<file path="src/rtl/rpwdr_pkg.sv">
package rpwdr_pkg;

	// Default sizes of the frame store and of the panel coordinates.
	localparam int STORE_PIXELS_DEF = 524288;
	localparam int COORD_BITS_DEF = 11;

	// Depth of the queue between the front and the back end (power of two).
	localparam int QUEUE_DEPTH = 4;

	// Stream payload widths.
	localparam int IN_TDATA_BITS = 48;
	localparam int IN_TUSER_BITS = 2;
	localparam int OUT_BITS = 70;
	localparam int OUT_TDATA_BITS = 72;
	localparam int RECT_BITS = 11;
	localparam int WORD_BITS = 24;
	localparam int CFG_DATA_BITS = 12;
	localparam int CFG_INDEX_BITS = 3;

	// Item kinds.
	localparam logic [1:0] OP_DRAW = 2'd0;
	localparam logic [1:0] OP_FLUSH = 2'd1;
	localparam logic [1:0] OP_READ = 2'd2;

	// Rotations.
	localparam logic [1:0] ROT_0 = 2'd0;
	localparam logic [1:0] ROT_90 = 2'd1;
	localparam logic [1:0] ROT_180 = 2'd2;
	localparam logic [1:0] ROT_270 = 2'd3;

	// Pixel formats.
	localparam logic [1:0] FMT_RGB888 = 2'd0;
	localparam logic [1:0] FMT_BGR888 = 2'd1;
	localparam logic [1:0] FMT_RGB565 = 2'd2;
	localparam logic [1:0] FMT_RGB332 = 2'd3;

	// Register indexes of the configuration port.
	localparam logic [2:0] REG_ROTATION = 3'd0;
	localparam logic [2:0] REG_PANEL_WIDTH = 3'd1;
	localparam logic [2:0] REG_PANEL_HEIGHT = 3'd2;
	localparam logic [2:0] REG_PIXEL_FORMAT = 3'd3;
	localparam logic [2:0] REG_CLIP_X_MIN = 3'd4;
	localparam logic [2:0] REG_CLIP_X_MAX = 3'd5;
	localparam logic [2:0] REG_CLIP_Y_MIN = 3'd6;
	localparam logic [2:0] REG_CLIP_Y_MAX = 3'd7;

	// Register reset values.
	localparam logic [1:0] ROTATION_RST = ROT_0;
	localparam logic [11:0] PANEL_WIDTH_RST = 12'd800;
	localparam logic [11:0] PANEL_HEIGHT_RST = 12'd480;
	localparam logic [1:0] PIXEL_FORMAT_RST = FMT_RGB888;
	localparam logic [10:0] CLIP_MIN_RST = 11'd0;
	localparam logic [10:0] CLIP_MAX_RST = 11'd2047;

	// RGB565 packing masks.
	localparam logic [7:0] MASK_565_HI = 8'hF8;
	localparam logic [7:0] MASK_565_LO = 8'h1C;

	// Classified item as it travels from the front to the back end.
	typedef struct packed {
		logic [1:0]           op;
		logic                 hit;       // point inside panel and store
		logic                 cmp_eq;    // skip the write if the word is unchanged
		logic                 no_store;  // grow the rectangle without a store write
		logic [WORD_BITS-1:0] word;
	} rpwdr_ctl_t;

endpackage

</file>
<file path="src/rtl/rpwdr_fifo.sv">
module rpwdr_fifo
	import rpwdr_pkg::*;
#(
	parameter int W = 8
) (
	input  logic         clk,
	input  logic         arst_n,
	input  logic         push_valid,
	output logic         push_ready,
	input  logic [W-1:0] push_data,
	output logic         pop_valid,
	input  logic         pop_ready,
	output logic [W-1:0] pop_data
);

	localparam int PW = $clog2(QUEUE_DEPTH);

	logic [W-1:0] slot_q [QUEUE_DEPTH];
	logic [PW-1:0] wr_ptr_q;
	logic [PW-1:0] rd_ptr_q;
	logic [PW:0] count_q;
	logic do_push;
	logic do_pop;

	assign push_ready = (count_q != (PW+1)'(QUEUE_DEPTH));
	assign pop_valid = (count_q != '0);
	assign pop_data = slot_q[rd_ptr_q];
	assign do_push = push_valid && push_ready;
	assign do_pop = pop_valid && pop_ready;

	always_ff @(posedge clk) begin
		if (do_push) begin
			slot_q[wr_ptr_q] <= push_data;
		end
	end

	always_ff @(posedge clk or negedge arst_n) begin
		if (!arst_n) begin
			wr_ptr_q <= '0;
			rd_ptr_q <= '0;
			count_q <= '0;
		end else begin
			if (do_push) begin
				wr_ptr_q <= wr_ptr_q + 1'b1;
			end
			if (do_pop) begin
				rd_ptr_q <= rd_ptr_q + 1'b1;
			end
			if (do_push && !do_pop) begin
				count_q <= count_q + 1'b1;
			end else if (do_pop && !do_push) begin
				count_q <= count_q - 1'b1;
			end
		end
	end

endmodule

</file>
<file path="config.mk">
export PLATFORM = sky130hd
export DESIGN_NAME = rpwdr_fifo
export DESIGN_NICKNAME = d
export VERILOG_FILES = /design/src/rtl/rpwdr_pkg.sv /design/src/rtl/rpwdr_fifo.sv
export SDC_FILE = /design/constraint.sdc
export NUM_CORES = 1
export LEC_CHECK = 0
export BUFFER_PORTS_ARGS = -buffer_cell sky130_fd_sc_hd__buf_2
export CORE_MARGIN = 10
export CORE_UTILIZATION = 50
export CTS_CLUSTER_SIZE = 25
export DETAILED_ROUTE_END_ITERATION = 10
export PLACE_DENSITY = 0.72
export RECOVER_POWER = 100
export SYNTH_ARGS = -nofsm -noshare
export SYNTH_HDL_FRONTEND = slang
export SYNTH_SLANG_ARGS = --single-unit
</file>
<file path="constraint.sdc">
create_clock -name clk -period 1.88 [get_ports clk]
set_clock_uncertainty 0.1 [all_clocks]
set_input_delay 0.376 -clock clk [delete_from_list [all_inputs] [get_ports clk]]
set_output_delay 0.376 -clock clk [all_outputs]
set_load 0.01 [all_outputs]
</file>
==> metrics.csv <==
metric,value,unit
outcome,finished with violations,
failing checks,negative setup slack,
worst relative slew slack,0.718,
CP Class,flip-flop to output pin,
Pwr Density,1580,nW/um^2
RSZ-0062 raised after global routing,yes,
Pwr Total,0.00321,W
Initial Utilization,0.519,
Critical Path Start,rd_ptr_q[0],
Root Driver,clkbuf_4,
Worst EP arrival,1.55,ns
CP endpoint,pop_data[2],
Max Cap Viol,0,
gr ovfl total,0,
Die W,76.3,um
via count,819,
drt first pass iters,4,
hold violation count in the final report,0,
fin crit share,1.08,
max-slew violation count,0,
clock sink count,39,
Final setup viols,11,
IO Port Bufs,21,
pin count of the biggest net entering global routing,14,
reg2reg setup slack,-0.11,ns
peak supply drop,0.000964,V
Hold Startpoint,push_data[2],
min Tclk post-route,2.02,ns
Top Ports,22,
initial antenna violation count,0,
syn_nets,95,
Syn Area/Cell,20.6,sq um
wire per inst,16.2,um
Crit. End Element,output pin,
Worst-Skew Late Latency,0.34,ns
synth unique cells,20,
WL final,2.75,mm
Syn Std Cell Area,1580,sq um
CTS Buffer Depth,2,
cell row count,20,
Total Routing Usage GR,0.105,
setup slack after layout,-0.143,ns
TritonCTS clock tree,yes,
Layout Nets,143,
"flops & latches, synth",39,
htree depth,2,
global-route wire length before repair,4.69,mm
global placement routability congestion,0.726,
Clock transition at path regs,0.12,ns
area delta synth->final,28.5,%
reg2reg end,count_q[2],
Routed Antenna Nets,0,
number of remaining DRC errors,0,
Worst Setup Start Kind,flip-flop,
Hold Slack,0.181,ns
Setup TNS,-1.29,ns
worst hold-check path type,input port to flip-flop,
Max Fclk,494,MHz
cells on worst reg2reg path,8,
DR vias/cell,4.82,
Core ar.,3050,sq um
reg2reg start,count_q[2],
Pleak,0.772,nW
DPL Wire Length,1.98,mm
vias in the first global route,901,
layout cells sized above 1,0.437,
fillers,233,
DIE AREA,5820,sq um
worst-margin pin slew,0.424,ns
pre-CTS WS,-0.0744,ns
sequential share of the synthesized area,0.717,
Die Ht,76.3,um
Ant. Diodes,0,
synthesis warning total,0,
Worst Path Required,1.40,ns
synthesized instance count,77,
CP Max Fanout,10,
cts bufs inserted,5,
DRT iter0 DRCs,35,
-- cells by family (layout without fill, tap and decap cells) --
group | count (synthesis) | in the layout | share of synthesized area
AO/OA/AOI/OAI | 1 | 1 | 0.00711
XOR/XNOR | 6 | 6 | 0.0332
adder cells (fa/ha/maj) | 6 | 6 | 0.0521
buffers and inverters | 5 | 54 | 0.0150
flip-flops | 39 | 39 | 0.717
multiplexers | 10 | 10 | 0.130
AND/OR/NAND/NOR | 10 | 10 | 0.0450
-- cell type report --
type                       instances  area, sq um  share of cell area
inverter                           3         11.3             0.00553
tap                               44         55.1              0.0270
clock inverter                     3         43.8              0.0215
clock buffer                       5         37.5              0.0184
sequential                        39         1140               0.558
timing repair buffer              43          317               0.156
multi-input combinational         33          435               0.214
-- critical path, cell delays in order, from the launching register on --
cell     delay [ns]
dfrtp_1        0.39
buf_12         0.15
mux4_2         0.52
buf_6          0.14
-- where the power goes --
group          leakage [nW]  switching (W)  total [W]  internal, W
registers             0.375       0.000118    0.00129      0.00117
clock network        0.0452       0.000279   0.000559     0.000280
logic                 0.352       0.000561    0.00137     0.000806
total                 0.772       0.000958    0.00321      0.00226
-- through the flow --
step	std cells	utilization	area, sq um
after floorplan	77	-	1600
final	170	0.667	2040
after CTS	170	0.674	2060
after global routing	170	0.667	2040
after detailed placement	156	0.621	1900
after global placement	156	0.621	1900
-- layer usage --
metal,vias up,track usage,wire (um)
met5,-,0,0
met4,0,0.0446,48
met3,7,0.0472,138
met2,14,0.169,1440
met1,411,0.119,1130
li1,387,-,-
-- placed cells by master (no fill, tap or decap), drive strengths merged --
master / count
and2: 4
xor2: 2
edfxtp: 32
ha: 5
nand3: 1
xnor2: 4
dfrtp: 7
buf: 31
dlygate4sd3: 1
clkbuf: 16
clkinv: 2
fa: 1
bufinv: 1
nor2: 2
nand2: 2
a21boi: 1
mux4: 8
inv: 3
or3: 1
mux2: 2
-- synth_stat cells --
library cell,n,area [sq um]
nand3_2,1,10.0
mux4_2,8,180
clkbuf_2,1,5.00
inv_1,3,11.3
nor2_2,1,6.26
nand2_1,1,3.75
buf_4,1,7.51
and2_1,4,25.0
xnor2_1,4,35.0
mux2_2,1,11.3
xor2_1,2,17.5
nor2_1,1,3.75
fa_1,1,20.0
or3_4,1,11.3
mux2_4,1,15.0
edfxtp_1,32,961
ha_1,5,62.6
nand2_4,1,11.3
dfrtp_1,7,175
a21boi_2,1,11.3
-- registers in the layout, summed over array words and instances (netlist names) --
signal	flops
slot_q	32
count_q	3
rd_ptr_q	2
wr_ptr_q	2
-- what timing repair did --
| item | 4_1_cts | 5_1_grt |
|---|---|---|
| endpoints found under the setup margin | 11 | 11 |
| setup buffers | 5 | 0 |
| resized for setup | 6 | 2 |
| hold buffers | 1 | 0 |
| endpoints found under the hold margin | 7 | 0 |
| pin swaps | 3 | 0 |
-- how the worst min path moves through the flow --
stage	slack, ns	end	cells past startpoint
2_1_floorplan	-0.02	count_q[0]	0
3_3_place_gp	0.12	rd_ptr_q[0]	1
3_5_place_dp	0.12	rd_ptr_q[0]	1
4_1_cts	0.11	slot_q[0][2]	1
5_1_grt	0.14	slot_q[1][2]	1
6_report	0.18	slot_q[1][2]	1
Note: power is estimated with default switching activity, not from simulation.
