<file path="config.mk">
export PLATFORM = sky130hd
export DESIGN_NAME = rpwdr_front
export DESIGN_NICKNAME = d
export VERILOG_FILES = /design/src/rtl/rpwdr_pkg.sv /design/src/rtl/rpwdr_front.sv
export SDC_FILE = /design/constraint.sdc
export NUM_CORES = 1
export LEC_CHECK = 0
export BUFFER_PORTS_ARGS = -buffer_cell sky130_fd_sc_hd__buf_2
export CORE_ASPECT_RATIO = 2
export CORE_MARGIN = 2
export CORE_UTILIZATION = 40
export DETAILED_ROUTE_END_ITERATION = 8
export SYNTH_ARGS = -nofsm -noshare
export SYNTH_HDL_FRONTEND = slang
export SYNTH_SLANG_ARGS = --single-unit
</file>
<file path="constraint.sdc">
create_clock -name clk -period 8.55 [get_ports clk]
set_input_delay 0.4275 -clock clk [delete_from_list [all_inputs] [get_ports clk]]
set_output_delay 0.4275 -clock clk [all_outputs]
set_load 0.05 [all_outputs]
</file>
<file path="src/rtl/rpwdr_pkg.sv">
package rpwdr_pkg;

	// Default sizes of the frame store and of the panel coordinates.
	localparam int STORE_PIXELS_DEF = 524288;
	localparam int COORD_BITS_DEF = 11;

	// Depth of the queue between the front and the back end (power of two).
	localparam int QUEUE_DEPTH = 4;

	// Stream payload widths.
	localparam int IN_TDATA_BITS = 48;
	localparam int IN_TUSER_BITS = 2;
	localparam int OUT_BITS = 70;
	localparam int OUT_TDATA_BITS = 72;
	localparam int RECT_BITS = 11;
	localparam int WORD_BITS = 24;
	localparam int CFG_DATA_BITS = 12;
	localparam int CFG_INDEX_BITS = 3;

	// Item kinds.
	localparam logic [1:0] OP_DRAW = 2'd0;
	localparam logic [1:0] OP_FLUSH = 2'd1;
	localparam logic [1:0] OP_READ = 2'd2;

	// Rotations.
	localparam logic [1:0] ROT_0 = 2'd0;
	localparam logic [1:0] ROT_90 = 2'd1;
	localparam logic [1:0] ROT_180 = 2'd2;
	localparam logic [1:0] ROT_270 = 2'd3;

	// Pixel formats.
	localparam logic [1:0] FMT_RGB888 = 2'd0;
	localparam logic [1:0] FMT_BGR888 = 2'd1;
	localparam logic [1:0] FMT_RGB565 = 2'd2;
	localparam logic [1:0] FMT_RGB332 = 2'd3;

	// Register indexes of the configuration port.
	localparam logic [2:0] REG_ROTATION = 3'd0;
	localparam logic [2:0] REG_PANEL_WIDTH = 3'd1;
	localparam logic [2:0] REG_PANEL_HEIGHT = 3'd2;
	localparam logic [2:0] REG_PIXEL_FORMAT = 3'd3;
	localparam logic [2:0] REG_CLIP_X_MIN = 3'd4;
	localparam logic [2:0] REG_CLIP_X_MAX = 3'd5;
	localparam logic [2:0] REG_CLIP_Y_MIN = 3'd6;
	localparam logic [2:0] REG_CLIP_Y_MAX = 3'd7;

	// Register reset values.
	localparam logic [1:0] ROTATION_RST = ROT_0;
	localparam logic [11:0] PANEL_WIDTH_RST = 12'd800;
	localparam logic [11:0] PANEL_HEIGHT_RST = 12'd480;
	localparam logic [1:0] PIXEL_FORMAT_RST = FMT_RGB888;
	localparam logic [10:0] CLIP_MIN_RST = 11'd0;
	localparam logic [10:0] CLIP_MAX_RST = 11'd2047;

	// RGB565 packing masks.
	localparam logic [7:0] MASK_565_HI = 8'hF8;
	localparam logic [7:0] MASK_565_LO = 8'h1C;

	// Classified item as it travels from the front to the back end.
	typedef struct packed {
		logic [1:0]           op;
		logic                 hit;       // point inside panel and store
		logic                 cmp_eq;    // skip the write if the word is unchanged
		logic                 no_store;  // grow the rectangle without a store write
		logic [WORD_BITS-1:0] word;
	} rpwdr_ctl_t;

endpackage

</file>
<file path="src/rtl/rpwdr_front.sv">
module rpwdr_front
	import rpwdr_pkg::*;
#(
	parameter int STORE_PIXELS = STORE_PIXELS_DEF,
	parameter int COORD_BITS = COORD_BITS_DEF
) (
	input  logic                            clk,
	input  logic                            arst_n,
	input  logic                            run,
	input  logic                            in_valid,
	output logic                            in_ready,
	input  logic [1:0]                      in_op,
	input  logic signed [11:0]              in_x,
	input  logic signed [11:0]              in_y,
	input  logic [7:0]                      in_red,
	input  logic [7:0]                      in_green,
	input  logic [7:0]                      in_blue,
	input  logic [1:0]                      rotation,
	input  logic [11:0]                     panel_width,
	input  logic [11:0]                     panel_height,
	input  logic [1:0]                      pixel_format,
	input  logic [10:0]                     clip_x_min,
	input  logic [10:0]                     clip_x_max,
	input  logic [10:0]                     clip_y_min,
	input  logic [10:0]                     clip_y_max,
	output logic [COORD_BITS:0]             eff_w,
	output logic [COORD_BITS:0]             eff_h,
	output logic                            q_valid,
	input  logic                            q_ready,
	output rpwdr_ctl_t                      q_ctl,
	output logic [$clog2(STORE_PIXELS)-1:0] q_addr,
	output logic [COORD_BITS-1:0]           q_x,
	output logic [COORD_BITS-1:0]           q_y
);

	localparam int CB = COORD_BITS;
	localparam int SW = CB + 1;
	localparam int RW = (CB + 2 > 13) ? CB + 2 : 13;
	localparam int AFW = 2 * CB + 1;
	localparam int AW = $clog2(STORE_PIXELS);
	localparam int Lim = 1 << CB;
	localparam logic signed [RW-1:0] One = RW'(1);

	logic signed [RW-1:0] px;
	logic signed [RW-1:0] py;
	logic signed [RW-1:0] w_s;
	logic signed [RW-1:0] h_s;
	logic signed [RW-1:0] rx;
	logic signed [RW-1:0] ry;
	logic clip_ok;
	logic in_panel;
	logic point_ok;
	logic [7:0] hi565;
	logic [7:0] lo565;
	logic [WORD_BITS-1:0] word;
	logic adv_s1;
	logic adv_s2;
	logic take;

	logic vld_s1;
	rpwdr_ctl_t ctl_s1;
	logic [CB-1:0] x_s1;
	logic [CB-1:0] y_s1;
	logic vld_s2;
	rpwdr_ctl_t ctl_s2;
	logic [AFW-1:0] addr_s2;
	logic [CB-1:0] x_s2;
	logic [CB-1:0] y_s2;

	assign eff_w = ({1'b0, panel_width} > 13'(Lim)) ? SW'(Lim) : SW'(panel_width);
	assign eff_h = ({1'b0, panel_height} > 13'(Lim)) ? SW'(Lim) : SW'(panel_height);

	assign px = RW'(in_x);
	assign py = RW'(in_y);
	assign w_s = $signed(RW'(eff_w));
	assign h_s = $signed(RW'(eff_h));

	assign clip_ok = (px >= $signed(RW'(clip_x_min))) && (px <= $signed(RW'(clip_x_max))) &&
		(py >= $signed(RW'(clip_y_min))) && (py <= $signed(RW'(clip_y_max)));

	// A read addresses the panel directly; a draw is rotated first.
	always_comb begin
		rx = px;
		ry = py;
		if (in_op == OP_DRAW) begin
			case (rotation)
				ROT_90: begin
					rx = w_s - py - One;
					ry = px;
				end
				ROT_180: begin
					rx = w_s - px - One;
					ry = h_s - py - One;
				end
				ROT_270: begin
					rx = py;
					ry = h_s - px - One;
				end
				default: begin
					rx = px;
					ry = py;
				end
			endcase
		end
	end

	assign in_panel = (rx >= 0) && (rx < w_s) && (ry >= 0) && (ry < h_s);
	assign point_ok = in_panel && ((in_op == OP_READ) || ((in_op == OP_DRAW) && clip_ok));

	assign hi565 = (in_red & MASK_565_HI) | {5'b0, in_green[7:5]};
	assign lo565 = ((in_green & MASK_565_LO) << 3) | {3'b0, in_blue[7:3]};

	always_comb begin
		case (pixel_format)
			FMT_RGB888: word = {in_blue, in_green, in_red};
			FMT_BGR888: word = {in_red, in_green, in_blue};
			FMT_RGB565: word = {8'h00, hi565, lo565};
			default:    word = '0;
		endcase
	end

	assign adv_s2 = !vld_s2 || q_ready;
	assign adv_s1 = !vld_s1 || adv_s2;
	assign in_ready = adv_s1 && run;
	assign take = in_valid && in_ready;

	always_ff @(posedge clk or negedge arst_n) begin
		if (!arst_n) begin
			vld_s1 <= 1'b0;
			vld_s2 <= 1'b0;
		end else begin
			if (adv_s1) begin
				vld_s1 <= take;
			end
			if (adv_s2) begin
				vld_s2 <= vld_s1;
			end
		end
	end

	always_ff @(posedge clk) begin
		if (adv_s1) begin
			ctl_s1.op <= in_op;
			ctl_s1.hit <= point_ok;
			ctl_s1.cmp_eq <= (pixel_format == FMT_RGB565);
			ctl_s1.no_store <= (pixel_format == FMT_RGB332);
			ctl_s1.word <= word;
			x_s1 <= rx[CB-1:0];
			y_s1 <= ry[CB-1:0];
		end
		if (adv_s2) begin
			ctl_s2 <= ctl_s1;
			addr_s2 <= AFW'(y_s1) * AFW'(eff_w) + AFW'(x_s1);
			x_s2 <= x_s1;
			y_s2 <= y_s1;
		end
	end

	// A point past the end of the store is dropped like one off the panel.
	always_comb begin
		q_ctl = ctl_s2;
		q_ctl.hit = ctl_s2.hit && (32'(addr_s2) < 32'(STORE_PIXELS));
	end

	assign q_valid = vld_s2;
	assign q_addr = AW'(addr_s2);
	assign q_x = x_s2;
	assign q_y = y_s2;

endmodule

</file>
==> impl_summary.md, run 1 <==
Clock tree
Counting the buffers created by CTS gives 17. The maximum clock insertion buffer count is 2. After clock tree synthesis, the repair step resized 0 gates. In this run the number of H-tree levels came out at 4. The cell chosen for the clock root is clkbuf_16. The count of buffers added by post-CTS timing repair for setup is 0. Clock-pin slew was measured on the worst setup and hold paths at 0.06 ns. The clock sink count is 127.

After clock tree synthesis, the flow added hold-fix buffers numbering 1. TritonCTS built the clock tree. The clock latency of the later-clocked register in the worst-skew pair is 0.43 ns.

Synth
The net count of the mapped netlist is 1869. Synthesis produced a netlist whose cell count is between 1000 and 1500. The share of the Yosys chip area taken by registers is 0.275. The total of warnings raised by yosys is 0.

The combinational family with the most area after synthesis is adder cells. The share of synthesized area spent on multiplexers is 0.0157. The number of synthesized register bits is 127. The most used flip-flop cell after synthesis is edfxtp_1. The post-synthesis compound-gate area fraction was 0.130.

The basic-gate share of the synthesized area counting and, or, nand and nor cells is 0.127. The synthesized area divided by synthesized cell count is around 9.4 µm². The async set-or-reset flop fraction in the synthesized netlist is 0.0157. The xor and xnor fraction of the mapped netlist area is 0.0336.

The count of different cell masters after synthesis is 74. In this run the cell area of the synthesized design comes to 13800 µm². The count of flip-flops with a built-in enable after synthesis is 125.

Of the total synthesized cell area, the portion taken by full adders, half adders and majority gates is 0.310.

Setup path
The flop-to-flop setup slack is 2.43 ns. The endpoint of the most critical setup path is addr_s2[22]. The capture instance of the worst register-to-register path is addr_s2[22]. The slowest stage of the critical path is the nor2b_1 cell. In this run the worst setup path begins at panel_width[11].

Traced cell by cell, the critical path runs through buf_2, buf_4, nor2b_1, and2_1, fa_1, fa_1, fa_1, fa_1, inv_1, fa_1, inv_1, ha_1, a21o_1, a21o_1, a211oi_2, o31ai_1, or4_1, a31o_1, a21oi_2, xnor2_1. The source of the worst register-to-register timing path is y_s1[6]. The type of the worst setup path is input port to flip-flop.

Data on the critical path is required at its endpoint by between 8 and 9 ns. Along the worst path, the maximum fanout reaches 25. Data on the critical path arrives at its endpoint at 6.67 ns.

The worst-case reg-to-reg path depth is 18. For this run, the slowest stage of the critical path takes 0.92 ns. The most common cell type on the critical path is fa_1. The capturing element type of the critical path is a flip-flop. The worst setup path is launched from an input port.

Power and ir drop
Cell internal power was estimated by the tool at between 2 and 2.5 mW. In this run the power density over the cells is 229 nW/µm². The share of total power dissipated in sequential elements is 0.258.

The share of total power consumed by net switching is 0.437. The analysis attributes to cell leakage a power of 7.73 nW. The maximum vdd ir drop is 0.000140 V. The share of total power dissipated in combinational logic is 0.528. The share of total power dissipated in the clock network is 0.213.

The total net switching power is 1.57 mW. The overall power of the completed layout is 3.58 mW.

Floorplan
The die width is 135 µm. The I/O pin total is 223. The number of rows created at floorplan is 96. The die is 267 µm tall. In this run the standard cell core region covers 34200 µm².

The initial utilization of the core area, before any placement, comes to 0.404. The full die area is 36100 µm².

GRT
The initial antenna violation count is 1. The first global-routing pass estimated around 63000 µm of wire. The global route total overflow is 0. Entering global routing, the biggest net connects 56 pins. The number of global-route vias before repair is around 12000. The global routing usage summed across all routing layers is 0.233.

Cells and area
For this run, the share of the core covered by cells in the final layout is 0.458. The finished layout holds 2078 standard cells, fillers aside. The most frequent standard cell in the layout excluding fill and tap cells is inv_1. Of the cells placed in the final design, the portion with a size suffix greater than 1 is 0.176. The final layout contains ~2000 nets. Leaving out fill and tap cells, the most frequent cells in the layout are inv_1 (253), buf_2 (222), ha_1 (176). The layout overhead on the synthesized area is 13.4%.

Worst hold path
The class of the tightest hold or removal check is input port to flip-flop.

Place
The number of port buffers is 222. The number of placed instances, taps included, is 2044. The total half-perimeter wirelength after legalization and detailed placement is 34300 µm. The congestion estimate from routability-driven global placement came to 0.960.

STA
The number of slew-limit violations in the final report came to 0. Dividing the final minimum period by the clock period gives 0.760. The count of endpoints failing hold in the final timing report is 0. The worst clock skew is 0.0238 ns. The final setup violation count is 0. The minimum clock period after layout is 6.50 ns. Setup repair after global routing left no endpoint under its margin. The actual transition at the worst max-transition pin is 1.19 ns.

The headroom to the max-slew limit is 0.200. The post-route setup TNS is 0 ns. Static timing analysis puts the maximum clock frequency at about 150 MHz. On the final layout, the worst hold slack is 0.213 ns.

Drt
The detailed-routed wire length on met3 is 1550 µm. The total length of routed met2 wires is 22600 µm. The top routing layer in use is met4. In the final routed layout, each cell accounts on average for 19.7 µm. For this block, the routed nets add up to about 41000 µm of wire. The violation count after the first detailed-routing iteration is 352. After detailed routing, the number of vias per cell comes to ~5.3. The routed layout has 11068 vias. The first-pass iteration count of the detailed router is 5. In the final routing, the length of wire on met1 measures between 10000 and 15000 µm. The count of nets left with antenna violations once routing finished came out at 0.

For this run, design rule violations remaining after detail routing come to 0.

Run
Max-cap violations in this run came to 0.

Status
The run finished with clean final reports.
sequential cells by signal, summed over array words and instances (netlist names), 11 cells and up:
register and flops:
x_s1 11, q_ctl 28, q_x 11, ctl_s1 29
y_s1 11, addr_s2 23, q_y 11
layer usage:
layer	vias up	track usage
met5	-	0
met4	0	0.207
met3	147	0.0292
met2	400	0.452
met1	5302	0.200
li1	5219	-
critical path, delay by kind of cell:
| family | cells | cell delay (ns) |
|---|---|---|
| compound gates | 6 | 1.26 |
| xor+xnor | 1 | 0.07 |
| simple gates | 3 | 1.66 |
| fa+ha+maj | 6 | 2.81 |
| buf+inv | 4 | 0.43 |
Yosys cell counts, drive strengths merged, types with 15 or more instances:
master / number / area (µm²)
ha: 176 / 2200
and2: 48 / 303
xnor2: 39 / 342
buf: 53 / 390
edfxtp: 125 / 3750
nor2: 59 / 229
nand3: 23 / 115
fa: 104 / 2080
mux2i: 16 / 160
clkbuf: 43 / 161
a21oi: 72 / 364
inv: 253 / 950
o21ai: 66 / 334
nor2b: 27 / 176
o21a: 15 / 113
a211oi: 17 / 133
nand2: 150 / 563
power by group through the flow:
stage / clock network, mW / logic, mW / registers (mW)
2_1_floorplan: 0 / 1.48 / 0.953
3_3_place_gp: 0 / 1.86 / 0.941
3_5_place_dp: 0 / 1.90 / 0.942
4_1_cts: 0.787 / 1.91 / 0.930
5_1_grt: 0.807 / 2.11 / 0.938
6_report: 0.764 / 1.89 / 0.926
cells by family after synthesis:
| kind of cell | Yosys count |
|---|---|
| AO/OA/AOI/OAI | 269 |
| XOR/XNOR | 53 |
| multiplexers | 21 |
| adder cells (fa/ha/maj) | 280 |
| buffers and inverters | 349 |
| flip-flops | 127 |
| AND/OR/NAND/NOR | 363 |
cell type report:
cell class	instances	area, µm²
antenna	1	2.50
clock buffer	18	429
clock inverter	14	181
fill	3307	18600
inverter	253	950
multi-input combinational	986	8520
sequential	127	3800
tap	441	552
timing repair buffer	238	1230
worst min path at each step:
stage | endpoint | cells past startpoint | from
floorplan | q_valid | 0 | arst_n
global placement | q_valid | 1 | arst_n
detailed placement | q_valid | 1 | arst_n
CTS | vld_s1 | 3 | in_valid
global route | vld_s1 | 3 | run
finish | vld_s1 | 3 | in_valid
per-stage QoR:
stage / area, µm² / worst slack [ns]
after floorplan: 13800 / 2.04
after CTS: 15700 / 2.12
after detailed placement: 15000 / 1.66
after global placement: 15000 / 1.79
after global routing: 15700 / 1.84
final: 15700 / 2.05
No activity file was read; power rests on OpenSTA's default activity.
==> inputs of run 2 (changes only) <==
clock period = 5.7 ns   (was 8.55 ns; I/O delays follow)
==> impl_summary.md, run 2 (same netlist as run 1, synthesis figures left out) <==
Cells and area
In the final layout, the share of cells above drive strength 1 is 0.237. The net count reported at finish is 2134. Measured on the finished design, the core utilization comes to 0.485. The register with the most flip-flops in the layout has 29 of them. The most frequent standard cell in the layout excluding fill and tap cells is inv_1. ctl_s1 holds more flip-flops than any other register. Relative to the synthesized area, the layout overhead comes to 20.3%. The finished cells cover 16600 µm².

The area of combinational cells with multiple inputs is ~8600 µm². The area of all sequential standard cells is 3800 µm². In the layout the commonest cells are inv_1 (253), buf_2 (222), ha_1 (173). The layout has 3324 filler cells.

GRT
The global route total overflow is 0. The global routing usage summed across all routing layers is 0.236. The maximum number of pins on one net before global-route repair is 76. The initial antenna violation count is 0.

The number of global-route vias before repair is 12142. The first global-routing pass estimated 63700 µm of wire.

Clock tree
The maximum clock insertion buffer count is 2. Clock-pin slew was measured on the worst setup and hold paths at about 0.060 ns. The clock latency of the later-clocked register in the worst-skew pair is 0.42 ns. The tree is rooted in a clkbuf_16. The H-tree was split into 4 levels. Counting every sink on the clock net gives 127. Clock tree synthesis inserted a total of 17 buffers.

The TritonCTS clock tree is done.

Drt
The detailed-route vias per instance is 5.27. The routed via count is between 10000 and 15000. The number of routed nets with antenna violations is 0. The average wire per standard cell is 19.4 µm. The remaining design rule violation count is 0. After the first detailed-routing iteration, the DRC count stood at roughly 450. The overall routed net length is 42300 µm. The first detailed-routing pass took 5 iterations.

Setup path
STA classifies the critical path startpoint as a flip-flop. The largest stage delay on the critical path is 0.55 ns. The most common cell type on the critical path is fa_1. The maximum fanout count along the critical path is 4. For the worst setup path, the data arrival time is between 5 and 6 ns. On the critical path, the stage with the largest delay is an instance of fa_1. The required time of the critical path is 5.86 ns. Walking the worst path, the cells encountered are buf_6, and2_1, fa_2, fa_1, fa_1, fa_1, inv_1, fa_1, inv_1, ha_1, a21o_1, a21o_1, a211oi_4, o31ai_4, or4_4, a31o_1, a21oi_2, xnor2_1. The type of the worst setup path is flip-flop to flip-flop. The capturing element type of the critical path is a flip-flop.

Floorplan
After floorplanning, the core was divided into 96 placement rows. The full die area is ~36000 µm². The total area inside the core boundary comes to 34200 µm².

The die is 135 µm wide. The initial utilization of the core area, before any placement, comes to 0.404. ~220 I/O pins were placed. The height of the chip is 267 µm.

STA
For the finished layout, the period the worst path requires is 5.55 ns. On the final layout, the worst clock skew is 0.0118 ns. The count of endpoints failing hold in the final timing report came to 0.

The upper clock frequency limit is 180 MHz. For the pin with the worst max-slew slack, the measured transition is 1.00 ns. The number of slew-limit violations in the final report is 0. The final setup violation count is 0.

The share of the clock period used by the worst path after layout is 0.974. The headroom to the max-slew limit is 0.333.

Place
Once detailed placement completed, the half-perimeter wirelength came to 36000 µm. The placement-stage cell area is 15900 µm². The count of buffers added on input and output ports is 222. The congestion estimate from routability-driven global placement came to 0.961.

Power and ir drop
Dividing total power by cell area gives a power density of 346 nW/µm². The maximum vdd ir drop is approximately 0.00026 V. In this run the static leakage power is between 8 and 9 nW.

Run
Max-cap violations in this run came to 0.

Status
The run finished with clean final reports.

Worst hold path
The class of the tightest hold or removal check is input port to flip-flop.
[run 2: critical path, delay by kind of cell (launching register included)]
kind            cells  cell delay [ns]
fa+ha+maj           6             2.76
buf+inv             3             0.27
flops               1             0.49
simple gates        2             0.57
xor+xnor            1             0.07
compound gates      6             1.11
[run 2: routing by layer]
metal / track usage / wire length, µm / part of all wire / vias up
li1: - / - / - / 5425
met1: 0.197 / 12900 / 0.30 / 5517
met2: 0.469 / 23700 / 0.56 / 405
met3: 0.0302 / 1690 / 0.040 / 160
met4: 0.204 / 4120 / 0.097 / 0
met5: 0 / 0 / 0 / -
[run 2: final cells by class]
type,instances,share of cell area
multi-input combinational,986,0.520
tap,441,0.0332
antenna,1,0.000151
clock buffer,18,0.0258
clock inverter,14,0.00941
inverter,253,0.0571
sequential,127,0.229
timing repair buffer,342,0.125
[run 2: final timing paths]
| path | start | to | slack [ns] | cells past startpoint |
|---|---|---|---|---|
| setup / recovery | y_s1[5] | addr_s2[22] | 0.15 | 18 |
| min in group asynchronous | arst_n | q_valid | 0.17 | 2 |
| setup reg to reg | y_s1[5] | addr_s2[22] | 0.15 | 18 |
| hold reg to reg | ctl_s1[10] | q_ctl[10] | 0.41 | 0 |
| max in group asynchronous | arst_n | vld_s1 | 5.44 | 2 |
| hold / removal | in_valid | vld_s1 | 0.07 | 3 |
[run 2: what timing repair did]
| action | CTS | global route |
|---|---|---|
| hold endpoints to repair | 2 | 0 |
| setup endpoints to repair | 0 | 3 |
| gates resized for setup | 0 | 23 |
| hold buffers | 1 | 0 |
| buffers inserted | 0 | 8 |
[run 2: stage by stage]
stage               setup WS, ns  setup TNS (ns)  instances  power (mW)  hold slack, ns
floorplan                 0.0184               0       1462        3.68         -0.0106
detailed placement        -0.253          -0.384       2140        4.57          0.0722
global route            -0.00764        -0.00764       2181        6.20          0.0670
global placement          -0.189          -0.260       2140        4.51          0.0698
CTS                       0.0538               0       2173        5.69          0.0406
finish                     0.148               0       2182        5.76          0.0704
[run 2: power by group]
group	switching (mW)	internal, mW
Combinational	1.95	1.35
Sequential	0.0665	1.30
Clock	0.441	0.652
==> inputs of run 3 (changes only) <==
ABC_AREA = 1   (was default)
==> impl_summary.md, run 3 <==
Floorplan
The region available for standard cell placement spans between 30000 and 40000 µm². The initial cell density of the core is 0.406. The die covers 37100 µm².

In this run the count of I/O pins placed on the die edge is 223. The number of rows created at floorplan is 97. The floorplan step set the die width to 137 µm. The floorplan step set the die height to approximately 270 µm.

Synth
In the post-synthesis netlist, the biggest area contributors are edfxtp_1 (26%), ha_1 (16%), fa_1 (15%). After synthesis, the share of flip-flops with an asynchronous set or reset is 0.0157. The net count of the mapped netlist is approximately 2200. The most used flip-flop cell after synthesis is edfxtp_1. In this run the cell area of the synthesized design comes to 14200 µm².

The count of flip-flops with a built-in enable after synthesis is 125. Summed over all instances, the cell type with the most area after synthesis is edfxtp_1. The total of warnings raised by yosys is 0. The most frequent cell after synthesis is inv_1.

In this run, distinct cell masters in the synthesized netlist total 51. For this run, the register share of the synthesized area comes to 0.268. The post-synthesis cell count is 1748. Counting flops and latches in the post-synthesis netlist gives 127. The commonest cells after synthesis are inv_1 (387), nand2_1 (371), ha_1 (176), edfxtp_1 (125), a21oi_1 (109). The share of synthesized area in the top cell type comes to 0.265. The average instance in the mapped netlist occupies 8.11 µm².

STA
In the finished design, the share of the clock period the worst path needs comes to 0.938. The headroom to the max-slew limit is 0.348. The actual transition at the worst max-transition pin is approximately 0.98 ns. The final setup violation count is 0. Static timing analysis puts the maximum clock frequency at 187 MHz. The count of endpoints failing hold in the final timing report is 0. The number of slew-limit violations in the final report is 0. The minimum clock period after layout is 5.35 ns. Setup repair after global routing left no endpoint under its margin. The worst clock skew is 0.0171 ns. Across all setup checks in the final design, the least slack found is 0.353 ns.

Worst hold path
The class of the tightest hold or removal check is input port to flip-flop. The source of the worst hold timing path is in_valid.

Cells and area
In the final layout, the share of cells above drive strength 1 is 0.189. The largest register by flop count is ctl_s1. The library cells used most frequently in the layout, excluding fill and tap cells, are inv_1 (387), nand2_1 (370), buf_2 (222). The register with the most flip-flops in the layout has 29 of them. Measured on the finished design, the core utilization comes to 0.478.

The most frequent standard cell in the layout excluding fill and tap cells is inv_1. The layout overhead on the synthesized area is 17.9%. The post-route non-filler standard cell count is 2470. The finished cells cover 16700 µm². After the last flow step, the layout net total stands at ~2400.

Clock tree
The H-tree was split into 4 levels. The tree is rooted in a clkbuf_16. The clock passes through at most 2 buffers. The TritonCTS clock tree is done. The clock latency of the later-clocked register in the worst-skew pair is approximately 0.45 ns.

Gates resized during post-CTS repair numbered 0. The clock-pin transition on the worst setup and hold timing paths is 0.07 ns. The clock sink count is 127. Clock tree synthesis inserted a total of 17 buffers.

Run
The tool flagged a number of max-cap violations equal to 0.

Drt
Dividing the detail-routed wire length by the instance count gives 18.7 µm. Once detail routing completed, the nets flagged for antenna violations numbered 0. The violation count after the first detailed-routing iteration is about 650. Summed over all layers, the routed wires come to 46300 µm. The detailed-route vias per instance is 5.11. The remaining design rule violation count is 0. Across all layers, the routed design uses 12616 vias. The pre-antenna-repair detailed-routing pass consisted of 5 iterations.

Setup path
The cell type group with the largest total delay on the critical path is adder cells. The count of buffer and inverter cells on the critical path is 3. The cell with the largest stage delay on the worst path is edfxtp_1. The worst setup path is of the flip-flop to flip-flop kind. The worst path arrival time is 5.54 ns. STA classifies the critical path startpoint as a flip-flop. The required time of the critical path is around 6 ns. The maximum fanout count along the critical path is 13. The signal on the critical path passes through nand2_1, fa_1, fa_1, fa_1, inv_1, fa_1, inv_1, fa_1, inv_1, ha_1, nand2_1, o21ai_0, nand2_1, nand2_1, a31oi_2, o21ai_2, a21oi_1, xor2_1. In this run the critical register-to-register path is launched from y_s1[4].

The launching instance or port of the critical path is y_s1[4]. The capturing element type of the critical path is a flip-flop. Among the stages of the critical path, the cell type that occurs most often is fa_1. For this run, the slowest stage of the critical path takes 0.78 ns.

Place
Once placement finished, the instance area stood at ~16000 µm². The worst setup slack before clock tree synthesis is -0.0463 ns. Buffers placed on the I/O ports in this run total between 200 and 250.

The total half-perimeter wirelength after legalization and detailed placement is 39400 µm. The placed cell count is 2436. The routability-driven placement congestion ratio is 1.04.

GRT
For this run the aggregate overflow at the end of global routing stands at 0. The global-route wire length before repair is ~70000 µm. The maximum number of pins on one net before global-route repair is 50.

The number of global-route vias before repair is 13300. The initial antenna violation count is 1. For this run, the total global-route usage over all layers was measured as 0.255.

Power and ir drop
Power spread over the standard cell area amounts to between 300 and 400 nW/µm². The overall power of the completed layout is 5.93 mW. The maximum vdd ir drop is roughly 0.00031 V. The static leakage is 9.00 nW.

Status
The flow ran to the end, and the final reports show no timing, DRC or antenna violations.
## run 3: cell count changes in the layout (fill, tap and decap cells not counted), moves of 32 or more
cell,previous run,this run
nand2_1,148,370
inv_1,253,387
nor2_1,58,106
and2_1,43,2
a21oi_1,70,109
nand3_1,23,56
xnor2_1,39,7
## run 3: cells by family after synthesis
| logic type | share of synthesized area |
|---|---|
| DFF | 0.268 |
| AOI/OAI and AO/OA | 0.103 |
| buffers and inverters | 0.140 |
| and+or+nand+nor | 0.169 |
| xor gates and xnor gates | 0.0173 |
| adders and majority gates | 0.302 |
## run 3: final timing paths
kind	cells after the start	slack, ns	end
worst max-delay path	18	0.35	addr_s2[20]
worst min-delay path	3	0.06	vld_s1
worst max register to register	18	0.35	addr_s2[20]
worst min register to register	0	0.41	q_ctl[8]
max in group asynchronous	2	5.44	vld_s1
min in group asynchronous	2	0.16	q_valid
## run 3: metrics by stage
step / hold WS [ns] / setup TNS [ns]
finish: 0.0594 / 0
global route: 0.0673 / 0
CTS: 0.0404 / 0
detailed placement: 0.0779 / -0.0483
global placement: 0.0693 / 0
floorplan: -0.0106 / 0
## run 3: repair_timing
| action | in CTS | in global routing |
|---|---|---|
| setup buffers | 0 | 0 |
| endpoints found under the hold margin | 2 | 0 |
| hold buffers | 1 | 0 |
## run 3: worst register-to-register path: cells and delay by family, from the launching register on
family                     cells  cell delay, ns
buffers and inverters          3            0.15
and+or+nand+nor                4            0.48
xor gates and xnor gates       1            0.14
DFF                            1            0.78
AOI/OAI and AO/OA              4            0.67
adders and majority gates      6            2.88
## run 3: power breakdown
part / internal [mW] / leakage, nW / switching (mW) / total, mW
sequential: 1.31 / 1.34 / 0.0652 / 1.37
clock: 0.587 / 0.284 / 0.513 / 1.10
combinational: 1.38 / 7.38 / 2.08 / 3.46
total: 3.28 / 9.00 / 2.65 / 5.93
## run 3: final cells by class
| type | instances | area, µm² |
|---|---|---|
| antenna | 1 | 2.50 |
| clock buffer | 17 | 425 |
| clock inverter | 15 | 174 |
| fill | 3474 | 18200 |
| inverter | 399 | 1500 |
| multi-input combinational | 1145 | 8400 |
| sequential | 127 | 3800 |
| tap | 445 | 557 |
| timing repair buffer | 321 | 1860 |
## run 3: routing by layer
layer | part of all wire | track usage
met5 | 0 | 0
met4 | 0.10 | 0.219
met3 | 0.033 | 0.0231
met2 | 0.54 | 0.485
met1 | 0.32 | 0.229
